File: src/hw/rtl/seu_pkg.sv
package seu_pkg;

    localparam int unsigned CODE_W = 21;

    localparam logic [CODE_W-1:0] CODE_MAX  = 21'h10FFFF;
    localparam logic [CODE_W-1:0] ACC_SAT   = 21'h1FFFFF;
    localparam logic [CODE_W-1:0] LIM_1BYTE = 21'h00007F;
    localparam logic [CODE_W-1:0] LIM_2BYTE = 21'h0007FF;
    localparam logic [CODE_W-1:0] LIM_3BYTE = 21'h00FFFF;

    localparam logic [7:0] LEAD_2BYTE = 8'hC0;
    localparam logic [7:0] LEAD_3BYTE = 8'hE0;
    localparam logic [7:0] LEAD_4BYTE = 8'hF0;
    localparam logic [7:0] CONT_BYTE  = 8'h80;

    localparam logic [7:0] CH_BSLASH = 8'h5C;
    localparam logic [7:0] CH_SQUOTE = 8'h27;
    localparam logic [7:0] CH_DQUOTE = 8'h22;
    localparam logic [7:0] CH_N      = 8'h6E;
    localparam logic [7:0] CH_T      = 8'h74;
    localparam logic [7:0] CH_R      = 8'h72;
    localparam logic [7:0] CH_U      = 8'h75;
    localparam logic [7:0] CH_LBRACE = 8'h7B;
    localparam logic [7:0] CH_RBRACE = 8'h7D;
    localparam logic [7:0] CH_LF     = 8'h0A;
    localparam logic [7:0] CH_TAB    = 8'h09;
    localparam logic [7:0] CH_CR     = 8'h0D;

    // result word, as seen on the master side
    typedef struct packed {
        logic       err;
        logic [7:0] data;
    } res_word_t;

    // hex digit decode: valid flag and 4-bit value
    function automatic logic [4:0] hex_decode(input logic [7:0] c);
        logic [4:0] r;
        r = 5'd0;
        if (c >= 8'h30 && c <= 8'h39) begin
            r = {1'b1, 4'(c - 8'h30)};
        end else if (c >= 8'h61 && c <= 8'h66) begin
            r = {1'b1, 4'(c - 8'h57)};
        end else if (c >= 8'h41 && c <= 8'h46) begin
            r = {1'b1, 4'(c - 8'h37)};
        end
        return r;
    endfunction

endpackage

File: src/hw/rtl/string_escape_unescaper_utf8.sv
// String literal unescaper with UTF-8 output.
//
// Slave side: one content byte per word on s_tdata, s_tlast on the final
// byte of the literal. Prefix and closing quote are stripped upstream.
// Master side: decoded bytes on m_tdata; m_tlast marks the last byte caused
// by one input word; m_tuser flags a unicode escape with no valid hex code
// (that word carries data 0 and m_tlast).
//
// Throughput: one input word per cycle while each word yields at most one
// byte and the receiver does not stall. A closing brace of a unicode escape
// yields up to four bytes, which leave the result buffer one per cycle while
// the receiver takes them; the next word loads only as the last one leaves.
// A one-word holding register sits in front of the decoder, so s_tready
// is a register output and a word is still taken while a result waits.
// When the receiver stalls, the buffer holds its bytes, the holding
// register fills and s_tready drops.
// Reset (aresetn low, synchronous) returns to normal text mode, empties the
// result buffer and the holding register. Escape state is also cleared
// after each word flagged with s_tlast.
module string_escape_unescaper_utf8 (
    input  logic       aclk,
    input  logic       aresetn,
    input  logic       s_tvalid,
    output logic       s_tready,
    input  logic [7:0] s_tdata,   // [7:0] text_byte
    input  logic       s_tlast,   // last_byte
    output logic       m_tvalid,
    input  logic       m_tready,
    output logic [7:0] m_tdata,   // [7:0] out_byte
    output logic       m_tlast,   // run_last
    output logic       m_tuser    // [0] escape_error
);
    import seu_pkg::*;

    typedef enum logic [1:0] {
        MODE_TEXT = 2'd0,
        MODE_ESC  = 2'd1,
        MODE_SKIP = 2'd2,
        MODE_HEX  = 2'd3
    } mode_t;

    // scan state
    mode_t              mode_reg, mode_next;
    logic [CODE_W-1:0]  accum_reg, accum_next;
    logic               big_reg, big_next;
    logic               seen_reg, seen_next;
    logic               bad_reg, bad_next;

    // holding register in front of the decoder
    logic               hold_vld_reg;
    logic [7:0]         hold_byte_reg;
    logic               hold_last_reg;

    // result buffer, head in entry 0
    logic [7:0]         buf_reg [4];
    logic [2:0]         cnt_reg;
    logic               err_reg;

    // decoder input
    logic               src_vld;
    logic [7:0]         src_byte;
    logic               src_last;
    logic               can_load, load, pop, take;

    // decoder output
    logic [2:0]         n_res;
    logic [7:0]         res_byte [4];
    logic               res_err;

    logic [4:0]         hex;
    logic [CODE_W+3:0]  shifted;
    res_word_t          head;

    assign src_vld  = hold_vld_reg | s_tvalid;
    assign src_byte = hold_vld_reg ? hold_byte_reg : s_tdata;
    assign src_last = hold_vld_reg ? hold_last_reg : s_tlast;

    assign pop      = m_tvalid & m_tready;
    assign can_load = (cnt_reg == 3'd0) || (cnt_reg == 3'd1 && m_tready);
    assign load     = src_vld & can_load;
    assign take     = s_tvalid & s_tready;

    assign hex     = hex_decode(src_byte);
    assign shifted = {accum_reg, hex[3:0]};

    always_comb begin
        mode_next   = mode_reg;
        accum_next  = accum_reg;
        big_next    = big_reg;
        seen_next   = seen_reg;
        bad_next    = bad_reg;
        n_res       = 3'd0;
        res_err     = 1'b0;
        res_byte[0] = src_byte;
        res_byte[1] = 8'd0;
        res_byte[2] = 8'd0;
        res_byte[3] = 8'd0;

        case (mode_reg)
            MODE_TEXT: begin
                if (src_byte == CH_BSLASH) begin
                    mode_next = MODE_ESC;
                end else begin
                    n_res = 3'd1;
                end
            end
            MODE_ESC: begin
                mode_next = MODE_TEXT;
                if (src_byte == CH_N) begin
                    n_res = 3'd1; res_byte[0] = CH_LF;
                end else if (src_byte == CH_T) begin
                    n_res = 3'd1; res_byte[0] = CH_TAB;
                end else if (src_byte == CH_R) begin
                    n_res = 3'd1; res_byte[0] = CH_CR;
                end else if (src_byte == CH_BSLASH || src_byte == CH_SQUOTE ||
                             src_byte == CH_DQUOTE) begin
                    n_res = 3'd1;
                end else if (src_byte == CH_U) begin
                    mode_next = MODE_SKIP;
                end
            end
            MODE_SKIP: begin
                if (src_byte == CH_LBRACE) begin
                    mode_next  = MODE_HEX;
                    accum_next = '0;
                    big_next   = 1'b0;
                    seen_next  = 1'b0;
                    bad_next   = 1'b0;
                end
            end
            MODE_HEX: begin
                if (src_byte == CH_RBRACE) begin
                    mode_next = MODE_TEXT;
                    if (!seen_reg || bad_reg) begin
                        // empty or malformed code: one error word
                        n_res       = 3'd1;
                        res_byte[0] = 8'd0;
                        res_err     = 1'b1;
                    end else if (big_reg || accum_reg > CODE_MAX) begin
                        n_res = 3'd0;
                    end else if (accum_reg <= LIM_1BYTE) begin
                        n_res       = 3'd1;
                        res_byte[0] = accum_reg[7:0];
                    end else if (accum_reg <= LIM_2BYTE) begin
                        n_res       = 3'd2;
                        res_byte[0] = LEAD_2BYTE | {3'd0, accum_reg[10:6]};
                        res_byte[1] = CONT_BYTE | {2'd0, accum_reg[5:0]};
                    end else if (accum_reg <= LIM_3BYTE) begin
                        n_res       = 3'd3;
                        res_byte[0] = LEAD_3BYTE | {4'd0, accum_reg[15:12]};
                        res_byte[1] = CONT_BYTE | {2'd0, accum_reg[11:6]};
                        res_byte[2] = CONT_BYTE | {2'd0, accum_reg[5:0]};
                    end else begin
                        n_res       = 3'd4;
                        res_byte[0] = LEAD_4BYTE | {5'd0, accum_reg[20:18]};
                        res_byte[1] = CONT_BYTE | {2'd0, accum_reg[17:12]};
                        res_byte[2] = CONT_BYTE | {2'd0, accum_reg[11:6]};
                        res_byte[3] = CONT_BYTE | {2'd0, accum_reg[5:0]};
                    end
                end else if (!hex[4]) begin
                    bad_next = 1'b1;
                end else begin
                    seen_next = 1'b1;
                    if (!big_reg) begin
                        // saturate once past the top code point
                        if (shifted > {4'd0, CODE_MAX}) begin
                            big_next   = 1'b1;
                            accum_next = ACC_SAT;
                        end else begin
                            accum_next = shifted[CODE_W-1:0];
                        end
                    end
                end
            end
            default: begin
                mode_next = MODE_TEXT;
            end
        endcase

        if (src_last) begin
            mode_next  = MODE_TEXT;
            accum_next = '0;
            big_next   = 1'b0;
            seen_next  = 1'b0;
            bad_next   = 1'b0;
        end
    end

    always_ff @(posedge aclk) begin
        if (!aresetn) begin
            mode_reg     <= MODE_TEXT;
            accum_reg    <= '0;
            big_reg      <= 1'b0;
            seen_reg     <= 1'b0;
            bad_reg      <= 1'b0;
            hold_vld_reg <= 1'b0;
            cnt_reg      <= 3'd0;
            err_reg      <= 1'b0;
        end else begin
            // holding register: fills when a word arrives that cannot load
            if (hold_vld_reg) begin
                if (load) begin
                    hold_vld_reg <= 1'b0;
                end
            end else if (take && !can_load) begin
                hold_vld_reg <= 1'b1;
            end

            if (load) begin
                mode_reg  <= mode_next;
                accum_reg <= accum_next;
                big_reg   <= big_next;
                seen_reg  <= seen_next;
                bad_reg   <= bad_next;
                cnt_reg   <= n_res;
                err_reg   <= res_err;
            end else if (pop) begin
                cnt_reg   <= cnt_reg - 3'd1;
            end
        end
    end

    // payload registers, no reset
    always_ff @(posedge aclk) begin
        if (take && !hold_vld_reg && !can_load) begin
            hold_byte_reg <= s_tdata;
            hold_last_reg <= s_tlast;
        end
        if (load) begin
            for (int i = 0; i < 4; i++) begin
                buf_reg[i] <= res_byte[i];
            end
        end else if (pop) begin
            for (int i = 0; i < 3; i++) begin
                buf_reg[i] <= buf_reg[i+1];
            end
            buf_reg[3] <= 8'd0;
        end
    end

    assign head.data = buf_reg[0];
    assign head.err  = err_reg;

    assign s_tready = ~hold_vld_reg;
    assign m_tvalid = (cnt_reg != 3'd0);
    assign m_tdata  = head.data;
    assign m_tlast  = (cnt_reg == 3'd1);
    assign m_tuser  = head.err;

endmodule

File: config.mk
export PLATFORM = sky130hd
export DESIGN_NAME = string_escape_unescaper_utf8
export DESIGN_NICKNAME = d
export VERILOG_FILES = /design/src/hw/rtl/seu_pkg.sv /design/src/hw/rtl/string_escape_unescaper_utf8.sv
export SDC_FILE = /design/constraint.sdc
export NUM_CORES = 1
export LEC_CHECK = 0
export BUFFER_PORTS_ARGS = -buffer_cell sky130_fd_sc_hd__clkbuf_2
export CORE_ASPECT_RATIO = 2
export CORE_MARGIN = 2
export CORE_UTILIZATION = 60
export DETAILED_ROUTE_END_ITERATION = 6
export GPL_TIMING_DRIVEN = 0
export PLACE_DENSITY = 0.84
export SLEW_MARGIN = 10
export SYNTH_ARGS = -nofsm -noshare
export SYNTH_HDL_FRONTEND = slang
export SYNTH_SLANG_ARGS = --single-unit
File: constraint.sdc
create_clock -name aclk -period 11.2 [get_ports aclk]
set_clock_uncertainty 0.1 [all_clocks]
set_input_delay 1.12 -clock aclk [delete_from_list [all_inputs] [get_ports aclk]]
set_output_delay 1.12 -clock aclk [all_outputs]
set_load 0.005 [all_outputs]
==> results of run 1 <==
-- report_power, final --
| group | switching [mW] | internal, mW |
|---|---|---|
| logic | 0.193 | 0.131 |
| registers | 0.0312 | 0.366 |
| clock network | 0.107 | 0.173 |
-- final cells by class --
class | instances | area (sq um)
clock inverter | 6 | 61.31
clock buffer | 10 | 230.2
tap | 90 | 112.6
sequential | 69 | 1762
timing repair buffer | 24 | 135.1
multi-input combinational | 344 | 2180
fill | 576 | 2113
buffer | 36 | 197.7
inverter | 11 | 41.29
-- how the worst max path moves through the flow --
stage,start,to,slack [ps]
6_report,hold_vld_reg,accum_reg[5],7350
3_3_place_gp,s_tvalid,cnt_reg[0],5610
4_1_cts,hold_vld_reg,buf_reg[0][12],7390
3_5_place_dp,s_tdata[0],buf_reg[0][12],7400
2_1_floorplan,s_tvalid,cnt_reg[0],6800
5_1_grt,hold_vld_reg,accum_reg[4],7020
-- cells in the mapped netlist, types with 5 or more instances --
cell,count
buf_4,8
ha_1,7
nand4_1,5
dfxtp_1,31
o21ai_0,68
inv_1,11
nand2_1,42
a22oi_1,7
mux2i_1,7
a21oi_1,27
a31oi_1,5
o21a_1,8
nor3b_1,5
nand2b_1,6
and2_1,8
buf_2,7
edfxtp_1,38
nor2_1,31
nor3_1,8
clkbuf_1,17
and3b_1,5
mux2_2,5
a21boi_0,20
-- worst min-delay path: cells and delay by family (launching register included) --
kind	cells	cell delay, ps
flops	1	310
compound gates	1	60
simple gates	1	50
-- per-stage QoR --
step	cell area (sq um)	setup WS (ps)	power (mW)
2_1_floorplan	4169	6799	0.6120
3_3_place_gp	4397	5612	0.7014
3_5_place_dp	4428	7399	0.7197
4_1_cts	4720	7393	1.000
5_1_grt	4720	7021	1.048
6_report	4720	7348	1.000
-- placed cells by master, fill, tap and decap left out, types with 4 or more instances in the layout --
cell / instances
inv_1: 11
dfxtp_1: 31
a21oi_1: 27
mux2_2: 5
clkbuf_1: 17
clkbuf_2: 25
nor3b_1: 5
nor3_1: 8
o211ai_1: 4
nand2b_1: 6
nand4_1: 5
o21a_1: 8
buf_4: 8
nand2_1: 42
buf_2: 7
o21ai_0: 67
clkbuf_16: 9
a2111oi_0: 4
a21boi_0: 20
a22oi_1: 7
a31oi_1: 5
ha_1: 7
o22ai_1: 4
mux2i_1: 7
and2_1: 8
and3b_1: 5
nor2_1: 31
edfxtp_1: 38
-- per-layer routing --
layer  share of wire  global-route usage  up-vias
met5               0                   0        -
met4           0.049              0.1972        0
met3           0.058             0.04986       48
met2            0.49              0.4947      154
met1            0.40              0.3748     1782
li1                -                   -     1797
-- logic make-up (layout without fill, tap and decap cells) --
| kind of cell | after synthesis | after routing | synth area share |
|---|---|---|---|
| compound gates | 187 | 187 | 0.2923 |
| simple gates | 137 | 137 | 0.1711 |
| flops | 69 | 69 | 0.4226 |
| buf+inv | 47 | 87 | 0.05732 |
| mux | 13 | 13 | 0.03571 |
| fa+ha+maj | 7 | 7 | 0.02101 |
==> impl_metrics.env, run 1 <==
export IMPL_reg2reg_to="accum_reg[5]"
export IMPL_whs_ps=369.3
export IMPL_final_cells=590
export IMPL_yosysWarnings=0
export IMPL_synth_top_area_share=0.2737
export IMPL_cts_root_buf="clkbuf_16"
export IMPL_synth_edf_count=38
export IMPL_start_util=0.6101
export IMPL_die_width_um=62.94
export IMPL_critPathBufInv=7
export IMPL_grt_pass1_vias=3562
export IMPL_worstSetupPathType="flop to flop"
export IMPL_grt_use_total=0.3055
export IMPL_grt_pass1_wl_mm=17.91
export IMPL_peakVddDrop_uv=154.5
export IMPL_drc_errors=0
export IMPL_crit_slowest_cell="mux2i_1"
export IMPL_status="finished clean"
export IMPL_startpoint_type="flop"
export IMPL_postCtsHoldBufs=0
export IMPL_hpwl_mm=7.958
export IMPL_htree_levels=3
export IMPL_yosys_top_cells_area="edfxtp_1, dfxtp_1, o21ai_0"
export IMPL_max_freq_mhz=259.6
export IMPL_critPathRequiredTime_ps=11360
export IMPL_clock_latency_ps=340
export IMPL_holdPathStages=2
export IMPL_r2r_start="hold_vld_reg"
export IMPL_synth_area_sq_um=4169
export IMPL_power_density_nw_per_um2=212.0
export IMPL_synth_flop_cell="edfxtp_1"
export IMPL_period_minus_slack_ps=3852
export IMPL_setup_violations=0
export IMPL_placeableCoreArea_sq_um=6833
export IMPL_rsz0062_at_grt="no"
export IMPL_wl_mm=11.17
export IMPL_end_kind="flop"
export IMPL_vias=3781
export IMPL_nets=515
export IMPL_setup_tns_ps=0
export IMPL_synth_nets=480
export IMPL_ioPinCount=25
export IMPL_cts_tree="built"
export IMPL_critical_path_max_fanout=10
export IMPL_place_congestion=0.9358
export IMPL_cts_sinks=69
export IMPL_drt_pre_antenna_iters=5
export IMPL_cp_common_cell="buf_2"
export IMPL_cpLargestDelayFamily="buffers and inverters"
export IMPL_tightest_slew_ps=1257
export IMPL_crit_cells=15
export IMPL_hold_start="m_tuser"
export IMPL_path_clk_slew_ps=50
export IMPL_post_cts_setup_buffers=0
export IMPL_yosysTopAreaCell="edfxtp_1"
export IMPL_largest_register_ffs=29
export IMPL_slew_violations=0
export IMPL_drtAntennaViolNets=0
export IMPL_async_flop_share=0
export IMPL_synth_cell_types=69
export IMPL_critical_path_cell_chain="buf_6, buf_6, buf_2, buf_2, mux2i_1, inv_1, ha_1, nand4b_1, o31ai_1, a31oi_1, or2_1, buf_2, clkbuf_1, o21ai_0, a21boi_0"
export IMPL_arrival_ps=4010
export IMPL_wl_per_cell_um=18.93
export IMPL_yosys_register_bits=69
export IMPL_rows=43
export IMPL_dp_cells=574
export IMPL_cap_violations=0
export IMPL_finalHoldViolCount=0
export IMPL_die_height_um=121.9
export IMPL_antennaDiodeCount=0
export IMPL_rr_worst_depth=15
export IMPL_grt_overflow_total=0
export IMPL_rrSetupSlack_ps=7350
export IMPL_leakage_nw=1.733
export IMPL_dr_first_iter_drc_count=358
export IMPL_syn_avg_cell_area_sq_um=9.063
export IMPL_cts_resized=0
export IMPL_cts_buffers=9
export IMPL_areaGrowthSynthToFinish_pct=13.21
export IMPL_slowest_delay_ps=480
export IMPL_dieArea_sq_um=7671
export IMPL_clk_path_buf_depth=2
export IMPL_seq_area_frac_synth=0.4226
export IMPL_relSlewSlack=0.1544
export IMPL_grt_max_degree=30
export IMPL_final_util=0.6907
export IMPL_vias_per_cell=6.408
export IMPL_syn_inst=460
export IMPL_post_route_period_util=0.3439
export IMPL_whs_endpoint="m_tuser"
export IMPL_portBuffers=23
export IMPL_antenna_found_initial=0
export IMPL_drive_gt1_frac=0.1520
export IMPL_hp_class="flop to flop"
Power figures use the tool's default switching activity.
==> run 2, diff against run 1 <==
Clock period 11.2 ns to 3.8 ns, I/O delays scaled along.
==> run 2 against run 1 <==
Net effect: clock power rose to 3.0 times the previous value; largest power group unchanged; critical path type unchanged; register-to-register slack worse by 7200 ps; non-clock buffer count unchanged.
==> impl_metrics.env, run 2 (same netlist as run 1, synthesis figures left out) <==
export IMPL_critical_path_max_fanout=10
export IMPL_grt_max_degree=30
export IMPL_antennaDiodeCount=0
export IMPL_status="finished clean"
export IMPL_post_route_period_util=0.9509
export IMPL_slew_violations=0
export IMPL_hp_class="primary input to flop"
export IMPL_largest_register_ffs=29
export IMPL_period_minus_slack_ps=3613
export IMPL_areaGrowthSynthToFinish_pct=14.71
export IMPL_cts_tree="built"
export IMPL_dieArea_sq_um=7671
export IMPL_peakVddDrop_uv=572.7
export IMPL_startpoint_type="flop"
export IMPL_fill_cells=546
export IMPL_relSlewSlack=0.3701
export IMPL_drive_gt1_frac=0.1600
export IMPL_finalHoldViolCount=0
export IMPL_critPathRequiredTime_ps=3960
export IMPL_whs_ps=150.2
export IMPL_vias_per_cell=6.517
export IMPL_drt_pre_antenna_iters=5
export IMPL_clk_path_buf_depth=2
export IMPL_antenna_found_initial=0
export IMPL_tightest_slew_ps=937.6
export IMPL_max_freq_mhz=276.7
export IMPL_start_util=0.6101
export IMPL_worstSetupPathType="flop to flop"
export IMPL_dr_first_iter_drc_count=381
export IMPL_arrival_ps=3780
export IMPL_cts_root_buf="clkbuf_16"
export IMPL_end_kind="flop"
export IMPL_cap_violations=0
export IMPL_postCtsHoldBufs=0
export IMPL_ioPinCount=25
export IMPL_place_congestion=0.9324
export IMPL_clock_latency_ps=340
export IMPL_drc_errors=0
export IMPL_die_width_um=62.94
export IMPL_hpwl_mm=7.922
export IMPL_cts_sinks=69
export IMPL_placeableCoreArea_sq_um=6833
export IMPL_final_cell_mix="o21ai_0, nand2_1, edfxtp_1, nor2_1, dfxtp_1"
export IMPL_dp_cells=574
export IMPL_final_cells=590
export IMPL_wl_per_cell_um=18.97
export IMPL_path_clk_slew_ps=60
export IMPL_vias=3845
export IMPL_power_density_nw_per_um2=627.2
export IMPL_nets=515
export IMPL_portBuffers=23
export IMPL_die_height_um=121.9
export IMPL_grt_pass1_wl_mm=18.13
export IMPL_leakage_nw=1.738
export IMPL_finalPower_mw=2.999
export IMPL_grt_pass1_vias=3622
export IMPL_rsz0062_at_grt="yes"
export IMPL_grt_overflow_total=0
export IMPL_grt_use_total=0.3078
export IMPL_cts_buffers=9
export IMPL_wl_mm=11.19
export IMPL_setup_violations=0
export IMPL_rows=43
export IMPL_drtAntennaViolNets=0
export IMPL_htree_levels=3
export IMPL_layout_commonest_cell="o21ai_0"
## run 2: cell types whose count changed in the layout (fill, tap and decap cells not counted), sizes merged
cell / change
inv: -2
buf: -1
clkinvlp: +1
clkinv: -2
clkbuf: +4
## run 2: metrics by stage
step	area (sq um)	setup TNS, ps	setup slack (ps)	util
6_report	4782	0	186.6	0.6999
5_1_grt	4782	-103.4	-31.95	0.6999
4_1_cts	4736	0	13.67	0.6931
3_5_place_dp	4428	-23.17	-23.17	0.6481
3_3_place_gp	4397	0	57.37	0.6435
2_1_floorplan	4169	0	707.5	-
## run 2: per-layer routing
metal  wire, um  GRT usage
met1       4482     0.3770
met2       5676     0.5133
met3        670    0.05817
met4        363     0.1569
met5          0          0
## run 2: worst paths after layout
path | startpoint | depth (start not counted) | slack [ps] | end
worst max-delay path | hold_vld_reg | 15 | 190 | accum_reg[18]
worst max register to register | hold_vld_reg | 15 | 190 | accum_reg[18]
worst min-delay path | s_tdata[1] | 1 | 150 | hold_byte_reg[1]
worst min register to register | bad_reg | 1 | 350 | bad_reg
## run 2: worst max-delay path, stage by stage, from the launching register on
cell	delay [ps]
dfxtp_1	330
buf_6	140
buf_6	160
buf_2	230
buf_4	240
mux2i_4	330
inv_1	150
ha_1	290
nand4b_1	130
o31ai_1	100
a31oi_2	310
or2_1	150
buf_2	170
clkbuf_1	330
o21ai_0	180
a21boi_0	180
## run 2: area by class of cell
type | count | area, sq um | share of cell area
multi-input combinational | 344 | 2223 | 0.4649
sequential | 69 | 1762 | 0.3684
clock buffer | 13 | 261.5 | 0.05468
buffer | 36 | 203.9 | 0.04265
timing repair buffer | 24 | 135.1 | 0.02826
tap | 90 | 112.6 | 0.02355
clock inverter | 3 | 42.54 | 0.008896
inverter | 11 | 41.29 | 0.008634
## run 2: timing repair
item / CTS / global route
gates cloned: 0 / 0
hold endpoints to repair: 0 / 0
setup endpoints to repair: 9 / 33
pin swaps: 0 / 0
buffers inserted: 0 / 0
resized for setup: 1 / 12
## run 2: report_power, final
part           switching, mW  internal, mW
Clock                  0.305         0.547
Sequential            0.0950          1.08
Combinational          0.578         0.395
